===== config.mk =====
export PLATFORM = sky130hd
export DESIGN_NAME = r_type_alu_hi_lo_unit
export DESIGN_NICKNAME = d
export VERILOG_FILES = /design/src/rta_pkg.sv /design/src/rta_front.sv /design/src/rta_fifo.sv /design/src/rta_back.sv /design/src/r_type_alu_hi_lo_unit.sv
export SDC_FILE = /design/constraint.sdc
export NUM_CORES = 2
export LEC_CHECK = 0
export ABC_CLOCK_PERIOD_IN_PS = 18000
export BUFFER_PORTS_ARGS = -buffer_cell sky130_fd_sc_hd__buf_2
export CORE_MARGIN = 5
export CORE_UTILIZATION = 60
export CTS_CLUSTER_DIAMETER = 200
export CTS_CLUSTER_SIZE = 24
export DETAILED_ROUTE_END_ITERATION = 8
export PLACE_DENSITY_LB_ADDON = 0.08
export SYNTH_ARGS = -nofsm -noshare
export SYNTH_HDL_FRONTEND = slang
export SYNTH_SLANG_ARGS = --single-unit
export TNS_END_PERCENT = 30

===== constraint.sdc =====
create_clock -name clk -period 18 [get_ports clk]
set_clock_uncertainty 0.2 [all_clocks]
set_input_delay 2.7 -clock clk [delete_from_list [all_inputs] [get_ports clk]]
set_output_delay 2.7 -clock clk [all_outputs]
set_load 0.1 [all_outputs]

===== src/rta_pkg.sv =====
package rta_pkg;

  localparam int unsigned DataW = 32;
  localparam int unsigned FuncW = 6;
  localparam int unsigned ShamtW = 5;
  localparam int unsigned StatW = 3;
  localparam int unsigned CntW = 6;
  localparam int unsigned FifoDepthDef = 2;

  typedef enum logic [FuncW-1:0] {
    F_SLL   = 6'h00, F_SRL  = 6'h02, F_SRA  = 6'h03, F_SLLV = 6'h04,
    F_SRLV  = 6'h06, F_SRAV = 6'h07, F_JR   = 6'h08, F_JALR = 6'h09,
    F_MFHI  = 6'h10, F_MTHI = 6'h11, F_MFLO = 6'h12, F_MTLO = 6'h13,
    F_MULT  = 6'h18, F_MULTU = 6'h19, F_DIV = 6'h1A, F_DIVU = 6'h1B,
    F_ADD   = 6'h20, F_ADDU = 6'h21, F_SUB  = 6'h22, F_SUBU = 6'h23,
    F_AND   = 6'h24, F_OR   = 6'h25, F_XOR  = 6'h26, F_NOR  = 6'h27,
    F_SLT   = 6'h2A, F_SLTU = 6'h2B
  } func_t;

  typedef enum logic [StatW-1:0] {
    ST_OK = 3'd0, ST_OVF = 3'd1, ST_DIVZ = 3'd2, ST_SHAMT = 3'd3, ST_UNSUP = 3'd4
  } status_t;

  // Kind of work the back end performs for one item.
  typedef enum logic [2:0] {
    K_DONE, K_MFHI, K_MFLO, K_MTHI, K_MTLO, K_MUL, K_DIV
  } kind_t;

  // Classified item passed from the front end to the back end.
  typedef struct packed {
    kind_t            kind;
    logic             sgn;
    logic [DataW-1:0] res;
    status_t          st;
    logic [DataW-1:0] a;
    logic [DataW-1:0] b;
  } op_t;

  typedef enum logic [1:0] {S_IDLE, S_MUL, S_DIV, S_FIX} bstate_t;

endpackage


===== src/rta_front.sv =====
module rta_front
  import rta_pkg::*;
(
  input  logic [FuncW-1:0]  func,
  input  logic [DataW-1:0]  rs,
  input  logic [DataW-1:0]  rt,
  input  logic [ShamtW-1:0] sa,
  output op_t               op
);
  logic [ShamtW-1:0] vs;
  logic              need_z;
  logic [DataW-1:0]  sum, dif;

  assign vs = rs[ShamtW-1:0];
  assign sum = rs + rt;
  assign dif = rs - rt;

  always_comb begin
    need_z = 1'b0;
    case (func)
      F_SLLV, F_SRLV, F_SRAV, F_ADD, F_ADDU, F_SUB, F_SUBU,
      F_AND, F_OR, F_XOR, F_NOR, F_SLT, F_SLTU: need_z = 1'b1;
      default: need_z = 1'b0;
    endcase
  end

  always_comb begin
    op.kind = K_DONE;
    op.sgn = 1'b0;
    op.res = '0;
    op.st = ST_OK;
    op.a = rs;
    op.b = rt;
    if (need_z && (sa != '0)) begin
      op.st = ST_SHAMT;
    end else begin
      case (func)
        F_SLL:  op.res = rt << sa;
        F_SRL:  op.res = rt >> sa;
        F_SRA:  op.res = $unsigned($signed(rt) >>> sa);
        F_SLLV: op.res = rt << vs;
        F_SRLV: op.res = rt >> vs;
        F_SRAV: op.res = $unsigned($signed(rt) >>> vs);
        F_JR, F_JALR: op.res = rs;
        F_MFHI: op.kind = K_MFHI;
        F_MFLO: op.kind = K_MFLO;
        F_MTHI: begin op.kind = K_MTHI; op.res = rs; end
        F_MTLO: begin op.kind = K_MTLO; op.res = rs; end
        F_MULT: begin op.kind = K_MUL; op.sgn = 1'b1; end
        F_MULTU: op.kind = K_MUL;
        F_DIV, F_DIVU: begin
          if (rt == '0) begin
            op.st = ST_DIVZ;
          end else begin
            op.kind = K_DIV;
            op.sgn = (func == F_DIV);
          end
        end
        F_ADD: begin
          op.res = sum;
          if (((rs ^ sum) & (rt ^ sum)) >> (DataW-1) != '0) op.st = ST_OVF;
        end
        F_ADDU: op.res = sum;
        F_SUB: begin
          op.res = dif;
          if (((rs ^ rt) & (rs ^ dif)) >> (DataW-1) != '0) op.st = ST_OVF;
        end
        F_SUBU: op.res = dif;
        F_AND:  op.res = rs & rt;
        F_OR:   op.res = rs | rt;
        F_XOR:  op.res = rs ^ rt;
        F_NOR:  op.res = ~(rs | rt);
        F_SLT:  op.res = {{(DataW-1){1'b0}}, ($signed(rs) < $signed(rt))};
        F_SLTU: op.res = {{(DataW-1){1'b0}}, (rs < rt)};
        default: op.st = ST_UNSUP;
      endcase
    end
    if (op.st != ST_OK) op.res = '0;
  end
endmodule


===== src/rta_fifo.sv =====
module rta_fifo
  import rta_pkg::*;
#(
  parameter int unsigned Depth = FifoDepthDef
) (
  input  logic clk,
  input  logic rst_n,
  input  logic wr_en,
  input  op_t  wr_data,
  output logic full,
  input  logic rd_en,
  output op_t  rd_data,
  output logic empty
);
  localparam int unsigned AW = (Depth > 1) ? $clog2(Depth) : 1;
  op_t mem [Depth];
  logic [AW-1:0] wp_r, rp_r;
  logic [AW:0]   cnt_r;

  assign full = (cnt_r == (AW+1)'(Depth));
  assign empty = (cnt_r == '0);
  assign rd_data = mem[rp_r];

  always_ff @(posedge clk) begin
    if (wr_en) mem[wp_r] <= wr_data;
  end

  always_ff @(posedge clk) begin
    if (!rst_n) begin
      wp_r <= '0;
      rp_r <= '0;
      cnt_r <= '0;
    end else begin
      if (wr_en) wp_r <= (wp_r == AW'(Depth-1)) ? '0 : wp_r + 1'b1;
      if (rd_en) rp_r <= (rp_r == AW'(Depth-1)) ? '0 : rp_r + 1'b1;
      cnt_r <= cnt_r + (AW+1)'(wr_en) - (AW+1)'(rd_en);
    end
  end
endmodule


===== src/rta_back.sv =====
module rta_back
  import rta_pkg::*;
(
  input  logic             clk,
  input  logic             rst_n,
  input  logic             op_valid,
  input  op_t              op,
  output logic             op_take,
  output logic             res_valid,
  input  logic             res_ready,
  output logic [DataW-1:0] res_value,
  output logic [StatW-1:0] res_status
);
  bstate_t state_r, state_nxt;
  logic [DataW-1:0] hi_r, hi_nxt, lo_r, lo_nxt;
  logic [DataW-1:0] acc_r, acc_nxt, q_r, q_nxt, d_r, d_nxt;
  logic [CntW-1:0]  cnt_r, cnt_nxt;
  logic neg_q_r, neg_q_nxt, neg_r_r, neg_r_nxt;
  logic vld_r, vld_nxt;
  logic [DataW-1:0] val_r, val_nxt;
  logic [StatW-1:0] st_r, st_nxt;
  logic out_free;
  logic [DataW:0] madd, dsub;
  logic [DataW-1:0] ma, mb;
  logic is_div_r, is_div_nxt;
  logic [2*DataW-1:0] prod;
  logic [DataW-1:0] hi_fin, lo_fin;

  assign out_free = !vld_r || res_ready;
  assign res_valid = vld_r;
  assign res_value = val_r;
  assign res_status = st_r;
  assign ma = (op.sgn && op.a[DataW-1]) ? -op.a : op.a;
  assign mb = (op.sgn && op.b[DataW-1]) ? -op.b : op.b;
  // one shift-add step of the multiplier, one restoring step of the divider
  assign madd = {1'b0, acc_r} + (q_r[0] ? {1'b0, d_r} : '0);
  assign dsub = {acc_r, q_r[DataW-1]} - {1'b0, d_r};

  always_comb begin
    state_nxt = state_r;
    case (state_r)
      S_IDLE: if (op_valid && out_free) begin
        if (op.kind == K_MUL) state_nxt = S_MUL;
        else if (op.kind == K_DIV) state_nxt = S_DIV;
      end
      S_MUL, S_DIV: if (cnt_r == CntW'(DataW-1)) state_nxt = S_FIX;
      S_FIX: state_nxt = S_IDLE;
      default: state_nxt = S_IDLE;
    endcase
  end

  always_comb begin
    hi_nxt = hi_r; lo_nxt = lo_r;
    acc_nxt = acc_r; q_nxt = q_r; d_nxt = d_r; cnt_nxt = cnt_r;
    neg_q_nxt = neg_q_r; neg_r_nxt = neg_r_r;
    vld_nxt = vld_r && !res_ready;
    val_nxt = val_r; st_nxt = st_r;
    op_take = 1'b0;
    case (state_r)
      S_IDLE: if (op_valid && out_free) begin
        op_take = 1'b1;
        acc_nxt = '0; q_nxt = ma; d_nxt = mb; cnt_nxt = '0;
        neg_q_nxt = op.sgn && (op.a[DataW-1] ^ op.b[DataW-1]);
        neg_r_nxt = op.sgn && op.a[DataW-1];
        if (op.kind != K_MUL && op.kind != K_DIV) begin
          vld_nxt = 1'b1;
          st_nxt = op.st;
          val_nxt = op.res;
          case (op.kind)
            K_MFHI: val_nxt = hi_r;
            K_MFLO: val_nxt = lo_r;
            K_MTHI: hi_nxt = op.a;
            K_MTLO: lo_nxt = op.a;
            default: ;
          endcase
        end
      end
      S_MUL: begin
        {acc_nxt, q_nxt} = {madd, q_r[DataW-1:1]};
        cnt_nxt = cnt_r + 1'b1;
      end
      S_DIV: begin
        if (!dsub[DataW]) begin
          acc_nxt = dsub[DataW-1:0];
          q_nxt = {q_r[DataW-2:0], 1'b1};
        end else begin
          acc_nxt = {acc_r[DataW-2:0], q_r[DataW-1]};
          q_nxt = {q_r[DataW-2:0], 1'b0};
        end
        cnt_nxt = cnt_r + 1'b1;
      end
      S_FIX: begin
        vld_nxt = 1'b1;
        val_nxt = '0;
        st_nxt = ST_OK;
      end
      default: ;
    endcase
  end

  assign prod = {acc_r, q_r};
  assign is_div_nxt = (state_r == S_IDLE) ? (op.kind == K_DIV) : is_div_r;

  // product: negate 64 bits; quotient/remainder: negate separately
  always_comb begin
    if (is_div_r) begin
      lo_fin = neg_q_r ? -q_r : q_r;
      hi_fin = neg_r_r ? -acc_r : acc_r;
    end else begin
      {hi_fin, lo_fin} = neg_q_r ? -prod : prod;
    end
  end

  always_ff @(posedge clk) begin
    if (!rst_n) begin
      state_r <= S_IDLE;
      hi_r <= '0;
      lo_r <= '0;
      vld_r <= 1'b0;
      is_div_r <= 1'b0;
    end else begin
      state_r <= state_nxt;
      hi_r <= (state_r == S_FIX) ? hi_fin : hi_nxt;
      lo_r <= (state_r == S_FIX) ? lo_fin : lo_nxt;
      vld_r <= vld_nxt;
      is_div_r <= is_div_nxt;
    end
  end

  always_ff @(posedge clk) begin
    acc_r <= acc_nxt; q_r <= q_nxt; d_r <= d_nxt; cnt_r <= cnt_nxt;
    neg_q_r <= neg_q_nxt; neg_r_r <= neg_r_nxt;
    val_r <= val_nxt; st_r <= st_nxt;
  end
endmodule


===== src/r_type_alu_hi_lo_unit.sv =====
// R-type ALU with a HI/LO pair. Each input transaction carries one instruction
// (function code, rs and rt values, shift field) and yields exactly one output
// transaction with the destination value and a status code (0 ok, 1 overflow,
// 2 divide by zero, 3 nonzero shift field where it must be zero, 4 unsupported).
// A front end decodes and finishes all combinational work; a small queue feeds a
// back end that owns HI/LO. Simple operations pass through the queue and the
// output register and can stream one per cycle while the output is not stalled
// and the back end is idle; mult/multu and div/divu take an issue step, a
// shift-add or restoring divide loop and a fix-up step, and the back end takes
// no new item until it is through with one of those.
module r_type_alu_hi_lo_unit
  import rta_pkg::*;
#(
  parameter int unsigned FifoDepth = FifoDepthDef
) (
  input  logic        clk,
  input  logic        rst_n,
  input  logic        in_tvalid,
  output logic        in_tready,
  input  logic [79:0] in_tdata,   // func[5:0], rs_value[37:6], rt_value[69:38], shift_amount[74:70]
  output logic        out_tvalid,
  input  logic        out_tready,
  output logic [39:0] out_tdata   // result_value[31:0], status[34:32]
);
  op_t  f_op, q_op;
  logic q_full, q_empty, take;
  logic [DataW-1:0] rv;
  logic [StatW-1:0] rst_code;

  rta_front u_front (
    .func(in_tdata[5:0]), .rs(in_tdata[37:6]), .rt(in_tdata[69:38]),
    .sa(in_tdata[74:70]), .op(f_op)
  );

  assign in_tready = !q_full;

  rta_fifo #(.Depth(FifoDepth)) u_fifo (
    .clk(clk), .rst_n(rst_n),
    .wr_en(in_tvalid && !q_full), .wr_data(f_op), .full(q_full),
    .rd_en(take), .rd_data(q_op), .empty(q_empty)
  );

  rta_back u_back (
    .clk(clk), .rst_n(rst_n),
    .op_valid(!q_empty), .op(q_op), .op_take(take),
    .res_valid(out_tvalid), .res_ready(out_tready),
    .res_value(rv), .res_status(rst_code)
  );

  assign out_tdata = {5'b0, rst_code, rv};

  a_take_nonempty: assert property (@(posedge clk) disable iff (!rst_n) take |-> !q_empty)
    else $error("back end took from empty queue");
  a_out_hold: assert property (@(posedge clk) disable iff (!rst_n)
    out_tvalid && !out_tready |=> out_tvalid && $stable(out_tdata))
    else $error("result dropped while stalled");
  a_err_zero: assert property (@(posedge clk) disable iff (!rst_n)
    out_tvalid && out_tdata[34:32] != ST_OK |-> out_tdata[31:0] == 32'd0)
    else $error("error result not zero");
endmodule

==> metrics.txt <==
status=complete, no violations; Hold-fix buffers, CTS=0; sequential cell area=between 10,000 and 15,000 um^2; CP most frequent cell=a31oi_1; predominant post-synthesis flop cell=edfxtp_1; Max Transition Viols Final=0; setup slack after placement=roughly 9.4 ns; crit path from=in_tdata[39]; slowest stage delay, CP=about 0.94 ns; worst-skew pair later-pin latency=a little under 0.6 ns; Fill cells=4,572; site row count=87; met1 Usage GRT=between 50% and 60%; met2 usage=70.04%; post-layout net count=~4,000; slowest CP cell=a31oi_1; Seq cells post-synth=about 420; dpl cells=between 4,000 and 5,000; initial antenna violation count=10; via count=between 30,000 and 40,000; crit-path cells=buf_2, inv_1, ha_1, a211oi_1, o21ai_0, a31oi_1, o22ai_2, a31oi_1, o31ai_1, xor2_1, mux2i_1, o311ai_4, buf_4, a41oi_1; vias in the first global route=approximately 31,000; HP Class=register to register; die area=roughly 62,000 um^2; Multi-input gate area=between 20,000 and 25,000 um^2; Post-Route WL=144,400 um; f_max=roughly 120 MHz; CTS tree=built; pin count of the biggest net entering global routing=approximately 80; post-layout minimum cycle time=between 8 and 9 ns; global-route congestion overflow total=0; die width=roughly 250 um; number of remaining DRC errors=0; worst hold start=u_back.lo_r[19]; CP arrival=8.60 ns; maxcap violations=0; first-pass GRT wire length=between 200,000 and 250,000 um; overall power=around 5.5 mW; area grow syn2layout=4.701%; fin cells=4,593; Clock Tree Buf Depth=3; startpoint type of the worst setup path=input port; Pwr per Cell Area=152.3 nW/um^2; cell area after synthesis=34,200 um^2; H-Tree Depth=1; Crit. End Element=register; YS warnings=0; Worst slew margin=around 17%; Detailed Routing Iterations Pass 1=8; clock sinks=418; Top Ports=roughly 130; PortBufs=around 120; Setup WS post-layout=9.454 ns; final worst-path cycle share=47.48%; Worst Tran Pin Value=roughly 1.2 ns; PostCTS Resize Cnt=0; Setup Viol. Count Final=0; Post-DRT Antenna Nets=0; WP data required=18.05 ns; CTS root buffer=clkbuf_16; Clock Pin Slew Worst Setup and Hold Paths=around 0.09 ns; layout cell share with drive strength beyond 1=under 10%; peak supply drop=0.2520 mV; post-DP HPWL=106,800 um; cell area after layout=35,810 um^2; setup TNS=0 ns; placer congestion estimate=~1.1; Distinct cells, synth=between 90 and 100; GRT busiest layer=met2; LEAKAGE=between 10 and 15 nW; register area share after synthesis=between 30% and 40%; starting density of the core=between 60% and 70%; final hold violation count=0; Core ar.=56,390 um^2; DP Area=between 30,000 and 40,000 um^2; all-layer global routing usage=44.01%; Post-synth ARST share=0%; Avg Cell Area, Syn=approximately 8.8 um^2; Final Util=63.50%; top fanout value on the critical path=32; cts bufs inserted=21; Iteration-0 DRC Markers=approximately 5,300; wire length per cell=about 31 um; RSZ-0062 raised after global routing=false; Post-CTS Setup Inserts=0; Mapped Cells=3,881; CP Class=input port to register; Post-synth EDFFs=~350; Die H=around 250 um; WHS=roughly 0.27 ns; Avg Vias per Cell=roughly 7.3; met3 GRT Util=a little under 9%
-- kinds of logic (layout without fill, tap and decap cells) --
| logic type | count (synthesis) | after routing | share of synthesized area, % |
|---|---|---|---|
| compound gates | 1178 | 1178 | 22.43 |
| xor+xnor | 247 | 247 | 6.326 |
| fa+ha+maj | 185 | 185 | 6.856 |
| buf+inv | 413 | 360 | 4.983 |
| flops | 418 | 418 | 34.57 |
| mux | 329 | 329 | 10.17 |
| other cells | 1 | 10 | 0.01097 |
| simple gates | 1110 | 1110 | 14.66 |
-- cells in the final DEF, fill, tap and decap left out, types with 30 or more instances in the layout --
| cell | count |
|---|---|
| nor2_1 | 424 |
| a21oi_1 | 366 |
| edfxtp_1 | 345 |
| nand2_1 | 321 |
| mux2i_1 | 280 |
| o21ai_0 | 204 |
| ha_1 | 180 |
| inv_1 | 155 |
| xnor2_1 | 150 |
| buf_2 | 114 |
| xor2_1 | 96 |
| a211oi_1 | 96 |
| nor3_1 | 74 |
| dfxtp_1 | 72 |
| a221oi_1 | 65 |
| buf_4 | 55 |
| o22ai_1 | 53 |
| a31oi_1 | 49 |
| nand3_1 | 47 |
| o211ai_1 | 38 |
| nor2b_1 | 36 |
| nand2b_1 | 33 |
| a21o_1 | 33 |
| mux2_2 | 30 |
| nor4_1 | 30 |
-- synthesized netlist by cell type (78+ instances only) --
cell type | n | area (um^2)
inv_1 | 155 | 581.8
edfxtp_1 | 345 | 10360
mux2i_1 | 286 | 2863
o21ai_0 | 205 | 1026
nor2_1 | 426 | 1599
ha_1 | 181 | 2265
xor2_1 | 97 | 849.6
clkbuf_1 | 168 | 630.6
a21oi_1 | 369 | 1847
nand2_1 | 321 | 1205
nor3_1 | 78 | 390.4
a211oi_1 | 96 | 720.7
xnor2_1 | 150 | 1314
-- power breakdown --
part | leakage (nW) | internal (mW) | switching [mW] | total, mW
Clock | 0.281 | 0.221 | 0.303 | 0.524
Sequential | 3.86 | 1.40 | 0.260 | 1.66
Combinational | 9.34 | 1.05 | 2.22 | 3.27
Total | 13.5 | 2.67 | 2.78 | 5.45
-- worst max-delay path, delay by kind of cell --
kind / cells / cell delay, ns
muxes: 1 / 0.37
adders and majority gates: 1 / 0.42
AOI/OAI and AO/OA: 8 / 3.69
buffers and inverters: 3 / 1.07
xor gates and xnor gates: 1 / 0.27
-- registers in the layout, indices dropped and copies added, names as in the netlist, named ones only --
| name | flops |
|---|---|
| u_back.cnt_r | 6 |
| u_back.is_div_r | 1 |
| u_fifo.wp_r | 1 |
| u_fifo.mem | 206 |
| u_back.hi_r | 32 |
| u_fifo.rp_r | 1 |
| u_back.q_r | 32 |
| u_back.neg_r_r | 1 |
| u_back.res_valid | 1 |
| u_back.d_r | 32 |
| u_back.neg_q_r | 1 |
| u_back.lo_r | 32 |
| u_back.res_status | 3 |
| u_fifo.cnt_r | 2 |
| u_back.res_value | 32 |
| u_back.acc_r | 32 |
| u_back.state_r | 2 |
-- area by class of cell --
cell class	count	area share, %
clock buffer	30	1.562
tap	756	2.642
sequential	418	33.03
multi-input combinational	3054	58.25
clock inverter	2	0.06989
timing repair buffer	169	2.747
inverter	159	1.667
antenna	5	0.03494
-- metal layers --
| layer | wire [um] | vias to the layer above |
|---|---|---|
| met4 | 13980 | 4 |
| met2 | 63840 | 2668 |
| met5 | 23 | - |
| li1 | - | 14270 |
| met1 | 50320 | 15830 |
| met3 | 16230 | 629 |
-- worst paths after layout --
kind	cells after the start	slack, ns	end
worst max register to register	12	12.39	u_back.d_r[26]
worst min register to register	2	0.27	u_back.lo_r[19]
worst min-delay path	2	0.27	u_back.lo_r[19]
worst max-delay path	14	9.45	u_fifo.mem[0][86]
No activity file was read; power rests on OpenSTA's default activity.
